**src/hdl/wpsa_pkg.sv**
```systemverilog
// Types, codes and packing constants shared by the watchpoint slot allocator
`default_nettype none

package wpsa_pkg;

  localparam int MAX_SLOTS     = 4;
  localparam int NUM_SLOTS_DEF = 4;
  localparam int ADDR_W        = 64;
  localparam int IMAGE_W       = 32;
  localparam int IN_TDATA_W    = 80;   // 73 bits of fields, padded to bytes
  localparam int OUT_TDATA_W   = 296;  // 290 bits of fields, padded to bytes
  localparam int OUT_PAD_W     = 6;

  localparam logic [IMAGE_W-1:0] IMAGE_BASE = IMAGE_W'(1 << 10);

  typedef enum logic {
    REQ_SET   = 1'b0,
    REQ_CLEAR = 1'b1
  } req_type_t;

  typedef enum logic [1:0] {
    ST_DONE      = 2'd0,
    ST_NO_SLOT   = 2'd1,
    ST_BAD_INDEX = 2'd2
  } status_t;

  localparam logic [1:0] RW_WRITE     = 2'd1;
  localparam logic [1:0] RW_READWRITE = 2'd3;
  localparam logic [1:0] KIND_RW      = 2'd3;

  localparam logic [1:0] LEN_CODE_1 = 2'd0;
  localparam logic [1:0] LEN_CODE_2 = 2'd1;
  localparam logic [1:0] LEN_CODE_4 = 2'd3;
  localparam logic [1:0] LEN_CODE_8 = 2'd2;

  typedef struct packed {
    req_type_t          req_type;
    logic [ADDR_W-1:0]  watch_addr;
    logic [3:0]         watch_len;
    logic [1:0]         watch_kind;
    logic [2:0]         clear_slot;
  } req_t;

  typedef struct packed {
    status_t                          status;
    logic [1:0]                       granted_slot;
    logic [IMAGE_W-1:0]               control_image;
    logic [MAX_SLOTS-1:0][ADDR_W-1:0] addr_reg;
  } rsp_t;

  function automatic logic [1:0] len_to_code(input logic [3:0] len);
    logic [1:0] code;
    unique case (len)
      4'd1:    code = LEN_CODE_1;
      4'd2:    code = LEN_CODE_2;
      4'd4:    code = LEN_CODE_4;
      4'd8:    code = LEN_CODE_8;
      default: code = LEN_CODE_8;
    endcase
    return code;
  endfunction

  function automatic logic [1:0] kind_to_code(input logic [1:0] kind);
    return (kind == KIND_RW) ? RW_READWRITE : RW_WRITE;
  endfunction

endpackage

`default_nettype wire

```
**src/hdl/wpsa_slots.sv**
```systemverilog
// Slot file: holds the watchpoint slots, applies one request and builds the result
`default_nettype none

module wpsa_slots #(
  parameter int NUM_SLOTS = wpsa_pkg::NUM_SLOTS_DEF
) (
  input  wire logic          clk,
  input  wire logic          rst,
  input  wire wpsa_pkg::req_t req,
  input  wire logic          commit,
  output wpsa_pkg::rsp_t     rsp
);

  logic [wpsa_pkg::ADDR_W-1:0] slot_address  [wpsa_pkg::MAX_SLOTS];
  logic [1:0]                  slot_len_code [wpsa_pkg::MAX_SLOTS];
  logic [1:0]                  slot_rw_code  [wpsa_pkg::MAX_SLOTS];
  logic [wpsa_pkg::MAX_SLOTS-1:0] slot_active;
  logic [wpsa_pkg::MAX_SLOTS-1:0] slot_active_next;

  logic       found;
  logic       wr_en;
  logic [1:0] sel;
  logic [1:0] new_len;
  logic [1:0] new_rw;
  logic [1:0] len_now;
  logic [1:0] rw_now;
  logic [wpsa_pkg::ADDR_W-1:0] addr_now;
  wpsa_pkg::status_t status;
  logic [1:0]        granted;

  always_comb begin
    slot_active_next  = slot_active;
    found             = 1'b0;
    sel               = '0;
    status            = wpsa_pkg::ST_DONE;
    granted           = '0;
    new_len           = wpsa_pkg::len_to_code(req.watch_len);
    new_rw            = wpsa_pkg::kind_to_code(req.watch_kind);
    if (req.req_type == wpsa_pkg::REQ_SET) begin
      // lowest free slot wins
      for (int i = 0; i < wpsa_pkg::MAX_SLOTS; i++) begin
        if (i < NUM_SLOTS && !found && !slot_active[i]) begin
          found = 1'b1;
          sel   = 2'(i);
        end
      end
      if (found) begin
        slot_active_next[sel] = 1'b1;
        granted               = sel;
      end else begin
        status = wpsa_pkg::ST_NO_SLOT;
      end
    end else begin
      if (32'(req.clear_slot) < NUM_SLOTS) begin
        slot_active_next[req.clear_slot[1:0]] = 1'b0;
      end else begin
        status = wpsa_pkg::ST_BAD_INDEX;
      end
    end
    wr_en = found;
  end

  // image and address registers reflect the state after this request
  always_comb begin
    rsp.status        = status;
    rsp.granted_slot  = granted;
    rsp.control_image = wpsa_pkg::IMAGE_BASE;
    for (int i = 0; i < wpsa_pkg::MAX_SLOTS; i++) begin
      if (wr_en && sel == 2'(i)) begin
        len_now  = new_len;
        rw_now   = new_rw;
        addr_now = req.watch_addr;
      end else begin
        len_now  = slot_len_code[i];
        rw_now   = slot_rw_code[i];
        addr_now = slot_address[i];
      end
      rsp.addr_reg[i] = '0;
      if (slot_active_next[i]) begin
        rsp.control_image[2*i+1]      = 1'b1;
        rsp.control_image[16+4*i +: 2] = rw_now;
        rsp.control_image[18+4*i +: 2] = len_now;
        rsp.addr_reg[i]               = addr_now;
      end
    end
  end

  always_ff @(posedge clk) begin
    if (rst) begin
      slot_active <= '0;
    end else if (commit) begin
      slot_active <= slot_active_next;
    end
  end

  // freed slots keep stale contents; they are masked by slot_active
  always_ff @(posedge clk) begin
    if (commit && wr_en) begin
      slot_address[sel]  <= req.watch_addr;
      slot_len_code[sel] <= new_len;
      slot_rw_code[sel]  <= new_rw;
    end
  end

endmodule

`default_nettype wire

```
**src/hdl/watchpoint_slot_allocator.sv**
```systemverilog
// Top level: request register, slot file and result register of the allocator
//
//  channel  | group    | tuser            | tdata (lowest bit first)
//  ---------+----------+------------------+------------------------------------------
//  request  | s_axis_* | req_type         | watch_addr, watch_len, watch_kind, clear_slot
//  result   | m_axis_* | status           | granted_slot, control_image, addr_reg0..3
//
// One request per cycle when the result side keeps up; a request passes through the
// request register, then the slot update and the result register in one pass, before
// its result is offered.
// Synchronous reset frees every slot and empties both registers.
// A stalled result holds; the request register still drains into it as it is taken.
`default_nettype none

module watchpoint_slot_allocator #(
  parameter int NUM_SLOTS = wpsa_pkg::NUM_SLOTS_DEF
) (
  input  wire logic                             clk,
  input  wire logic                             rst,
  input  wire logic                             s_axis_tvalid,
  output logic                                  s_axis_tready,
  // watch_addr[63:0], watch_len[67:64], watch_kind[69:68], clear_slot[72:70], zero pad
  input  wire logic [wpsa_pkg::IN_TDATA_W-1:0]  s_axis_tdata,
  // req_type[0]
  input  wire logic                             s_axis_tuser,
  output logic                                  m_axis_tvalid,
  input  wire logic                             m_axis_tready,
  // granted_slot[1:0], control_image[33:2], addr_reg0[97:34], addr_reg1[161:98],
  // addr_reg2[225:162], addr_reg3[289:226], zero pad
  output logic [wpsa_pkg::OUT_TDATA_W-1:0]      m_axis_tdata,
  // status[1:0]
  output logic [1:0]                            m_axis_tuser
);

  logic           in_valid;
  wpsa_pkg::req_t in_req;
  logic           out_valid;
  wpsa_pkg::rsp_t out_rsp;
  wpsa_pkg::rsp_t rsp_next;
  logic           advance;

  assign advance       = in_valid && (!out_valid || m_axis_tready);
  assign s_axis_tready = !in_valid || advance;

  always_ff @(posedge clk) begin
    if (rst) begin
      in_valid <= 1'b0;
    end else if (s_axis_tready) begin
      in_valid <= s_axis_tvalid;
    end
  end

  always_ff @(posedge clk) begin
    if (s_axis_tvalid && s_axis_tready) begin
      in_req.req_type   <= wpsa_pkg::req_type_t'(s_axis_tuser);
      in_req.watch_addr <= s_axis_tdata[63:0];
      in_req.watch_len  <= s_axis_tdata[67:64];
      in_req.watch_kind <= s_axis_tdata[69:68];
      in_req.clear_slot <= s_axis_tdata[72:70];
    end
  end

  wpsa_slots #(
    .NUM_SLOTS (NUM_SLOTS)
  ) u_slots (
    .clk    (clk),
    .rst    (rst),
    .req    (in_req),
    .commit (advance),
    .rsp    (rsp_next)
  );

  always_ff @(posedge clk) begin
    if (rst) begin
      out_valid <= 1'b0;
    end else if (advance) begin
      out_valid <= 1'b1;
    end else if (m_axis_tready) begin
      out_valid <= 1'b0;
    end
  end

  always_ff @(posedge clk) begin
    if (advance) begin
      out_rsp <= rsp_next;
    end
  end

  assign m_axis_tvalid = out_valid;
  assign m_axis_tuser  = out_rsp.status;
  assign m_axis_tdata  = {
    {wpsa_pkg::OUT_PAD_W{1'b0}},
    out_rsp.addr_reg[3],
    out_rsp.addr_reg[2],
    out_rsp.addr_reg[1],
    out_rsp.addr_reg[0],
    out_rsp.control_image,
    out_rsp.granted_slot
  };

endmodule

`default_nettype wire

```
**config.mk**
```make
export PLATFORM = sky130hd
export DESIGN_NAME = watchpoint_slot_allocator
export DESIGN_NICKNAME = d
export VERILOG_FILES = /design/src/hdl/wpsa_pkg.sv /design/src/hdl/wpsa_slots.sv /design/src/hdl/watchpoint_slot_allocator.sv
export SDC_FILE = /design/constraint.sdc
export NUM_CORES = 1
export LEC_CHECK = 0
export ABC_AREA = 1
export BUFFER_PORTS_ARGS = -buffer_cell sky130_fd_sc_hd__buf_4
export CAP_MARGIN = 25
export CORE_MARGIN = 4
export CORE_UTILIZATION = 45
export CTS_CLUSTER_DIAMETER = 30
export CTS_CLUSTER_SIZE = 20
export DETAILED_ROUTE_END_ITERATION = 8
export PLACE_DENSITY = 0.66
export SETUP_SLACK_MARGIN = 0.5
export SKIP_LAST_GASP = 1
export SLEW_MARGIN = 15
export SYNTH_ARGS = -nofsm -noshare
export SYNTH_HDL_FRONTEND = slang
export SYNTH_HIERARCHICAL = 1
export SYNTH_SLANG_ARGS = --single-unit
```
**constraint.sdc**
```tcl
create_clock -name clk -period 80.1 [get_ports clk]
set_input_delay 12.015 -clock clk [delete_from_list [all_inputs] [get_ports clk]]
set_output_delay 12.015 -clock clk [all_outputs]
set_load 0.03 [all_outputs]
```
==> metrics <==
Crit Path Category in2out; Placed Instances between 2,000 and 3,000; total global-route track usage roughly 22%; Most Frequent Cell on Critical Path buf_4; footprint of the multi-input gates roughly 4400 um^2; fin crit share between 30% and 40%; Area Growth Syn to Fin 30.0%; clock transition at the registers of the reported paths about 0.050 ns; Worst Skew approximately 0.033 ns; total iterations of the first detailed-routing run 5; largest net degree at the start of global routing 153; number of fill cells in the layout 4,027; status finished, final reports clean; Worst setup SP type input port; Num CTS Buffers approximately 110; Final Max Slew Viols 0; final WL roughly 65 mm; Post-Synth Simple-Gate Area about 14%; CP Buf/Inv Count 3; post-synthesis sequential area ratio 78.8%; Mapped Area 24,300 um^2; Post-CTS Hold Fix Bufs 0; post-synthesis instance total 1,857; adder-cell area share of the yosys netlist 0%; total core area about 53,000 um^2; Hold WC Path Type reg2reg; share of layout cells above drive strength 1 roughly a quarter; crit-path cells buf_4 > inv_1 > nand3_2 > buf_4; LEAKAGE 0.0120 uW; worst skew pair latency ~0.66 ns; Synthesis Warnings 6; Setup TNS 0 ns; Synth Area in Compound Gates 3.11%; number of antenna violations at the first check in global routing 4; worst-margin pin slew 1.17 ns; gr ovfl total 0; die area just under 60,000 um^2; xor/xnor share of the synthesized area 0%; post-synthesis mux area share 0%; final setup violation count 0; CTS tree done; H-tree depth 3; drt wl/cell ~21 um; Tmin final 24.58 ns; DRC Markers 0; fmax roughly 40 MHz; row count 84; worst rel slew slack 21.8%; CP Data Arrival Time 12.56 ns; max-cap viol count 0; Routed Antenna Nets 0; CP Capture Type output port; IO Port Bufs 371; unrepaired setup endpoints after global routing false; FF+latch area between 15,000 and 20,000 um^2; die width around 240 um; fin cells a little over 3,000; post-CTS setup buffer count 0; Clock Tree Root clkbuf_16; layout net count 2,344; routed via count 15,900; Netlist cell types 22; Hold Fails Final Rpt 0; I/O pins slightly below 400; cell family with the largest share of critical-path delay buffers and inverters; Clock Sinks between 600 and 700; worst-path fanout max 3; Design Power between 900 and 1000 uW; VDD IR max 19.9 uV; Required @ worst endpoint between 60 and 70 ns; PostCTS Resize Cnt 0; max incr delay on CP approximately 0.19 ns; first-pass GRT wire length ~94 mm; Syn Area/Cell 13.1 um^2; GP Congestion ~0.77; DR iter-0 viols 1,304; vias per inst 5.23; Initial Util 45.9%; chip height 240 um; final hold slack 0.533 ns; Detailed Place HPWL between 30 and 40 mm; #FFs+latches synth 640; largest family of logic cells by synthesized area simple AND/OR/NAND/NOR gates; vias in the first global route between 15,000 and 20,000; Power per Cell Area about 29 nW/um^2; CTS Buffer Depth 3; slowest CP cell buf_4
==> synthesized netlist by cell type <==
cell type  number  area [um^2]
inv_2           3         11.3
nor3_1          1         5.00
o21ai_0         3         15.0
dfxtp_1         6          120
nand3_2         1         10.0
conb_1          3         11.3
clkbuf_1       33          124
a21oi_1       141          706
nand2_1       423         1590
edfxtp_1      634        19000
nand2_2         1         6.26
nor2_2          2         12.5
nand3_1       140          701
buf_1           5         18.8
a21oi_2         2         17.5
buf_2          51          255
or2_2           1         6.26
o21ai_1         2         10.0
inv_1          83          312
buf_4          33          248
o211ai_1        1         7.51
nor2_1        288         1080
==> flip-flops by register name, indices dropped and copies added, names as in the netlist <==
signal and cells:
u_slots/slot_active 4, in_req 74, m_axis_tdata 290, u_slots/slot_rw_code 4, m_axis_tvalid 1, in_valid 1, m_axis_tuser 2, u_slots/slot_address 256
u_slots/slot_len_code 8
==> routing by layer <==
layer	track usage, %	wire, um
met5	0	0
met3	5.44	5800
met1	29.0	26200
met2	34.8	31200
met4	7.87	1600
==> per-stage QoR <==
stage | setup slack (ns) | cell area (um^2) | util (%)
after floorplan | 46.32 | 24400 | -
final | 55.52 | 31600 | 59.6
after global routing | 55.49 | 31600 | 59.6
after CTS | 55.52 | 31600 | 59.6
after detailed placement | 55.53 | 27700 | 52.3
after global placement | 55.54 | 27700 | 52.2
==> area by class of cell <==
class	count	area share [%]
tap	688	2.73
clock inverter	89	3.06
timing repair buffer	394	9.51
antenna	3	0.0238
sequential	640	60.7
clock buffer	122	9.19
multi-input combinational	1024	13.8
inverter	86	1.03
==> path summary, 6_finish.rpt <==
kind / cells after the start / end / start / slack, ns
max: 4 / s_axis_tready / m_axis_tready / 55.52
min: 2 / in_valid$_SDFFE_PP0P_ / in_valid$_SDFFE_PP0P_ / 0.53
max reg2reg: 7 / u_slots/slot_address[2][50]$_DFFE_PP_ / in_req[73]$_DFFE_PP_ / 75.54
min reg2reg: 2 / in_valid$_SDFFE_PP0P_ / in_valid$_SDFFE_PP0P_ / 0.53
==> placed cells by master (no fill, tap or decap), types with 6 or more instances in the layout <==
master	instances
nand2_1	420
bufinv_16	14
edfxtp_1	634
clkinv_2	14
a21oi_1	139
clkinvlp_4	21
nor2_1	283
inv_1	82
buf_4	391
clkinv_4	11
nor2_4	7
conb_1	18
clkinv_1	15
clkbuf_1	7
dfxtp_1	6
clkbuf_16	115
inv_6	10
nand3_1	140
==> worst min-delay path, cell delays in order (launching register included) <==
cell     delay, ns
dfxtp_1       0.32
nand3_2       0.11
a21oi_2       0.06
==> kinds of logic (layout without fill, tap and decap cells) <==
logic type,Yosys count,count (layout)
and+or+nand+nor,857,857
DFF,640,640
buffers and inverters,208,691
AOI/OAI and AO/OA,149,149
other,3,21
==> power by group <==
part | internal (uW) | switching, uW | total [uW] | leakage [uW]
clock | 309 | 167 | 476 | 0.00183
sequential | 383 | 7.33 | 390 | 0.00603
combinational | 17.3 | 41.8 | 59.1 | 0.00413
No activity file was read; power rests on OpenSTA's default activity.
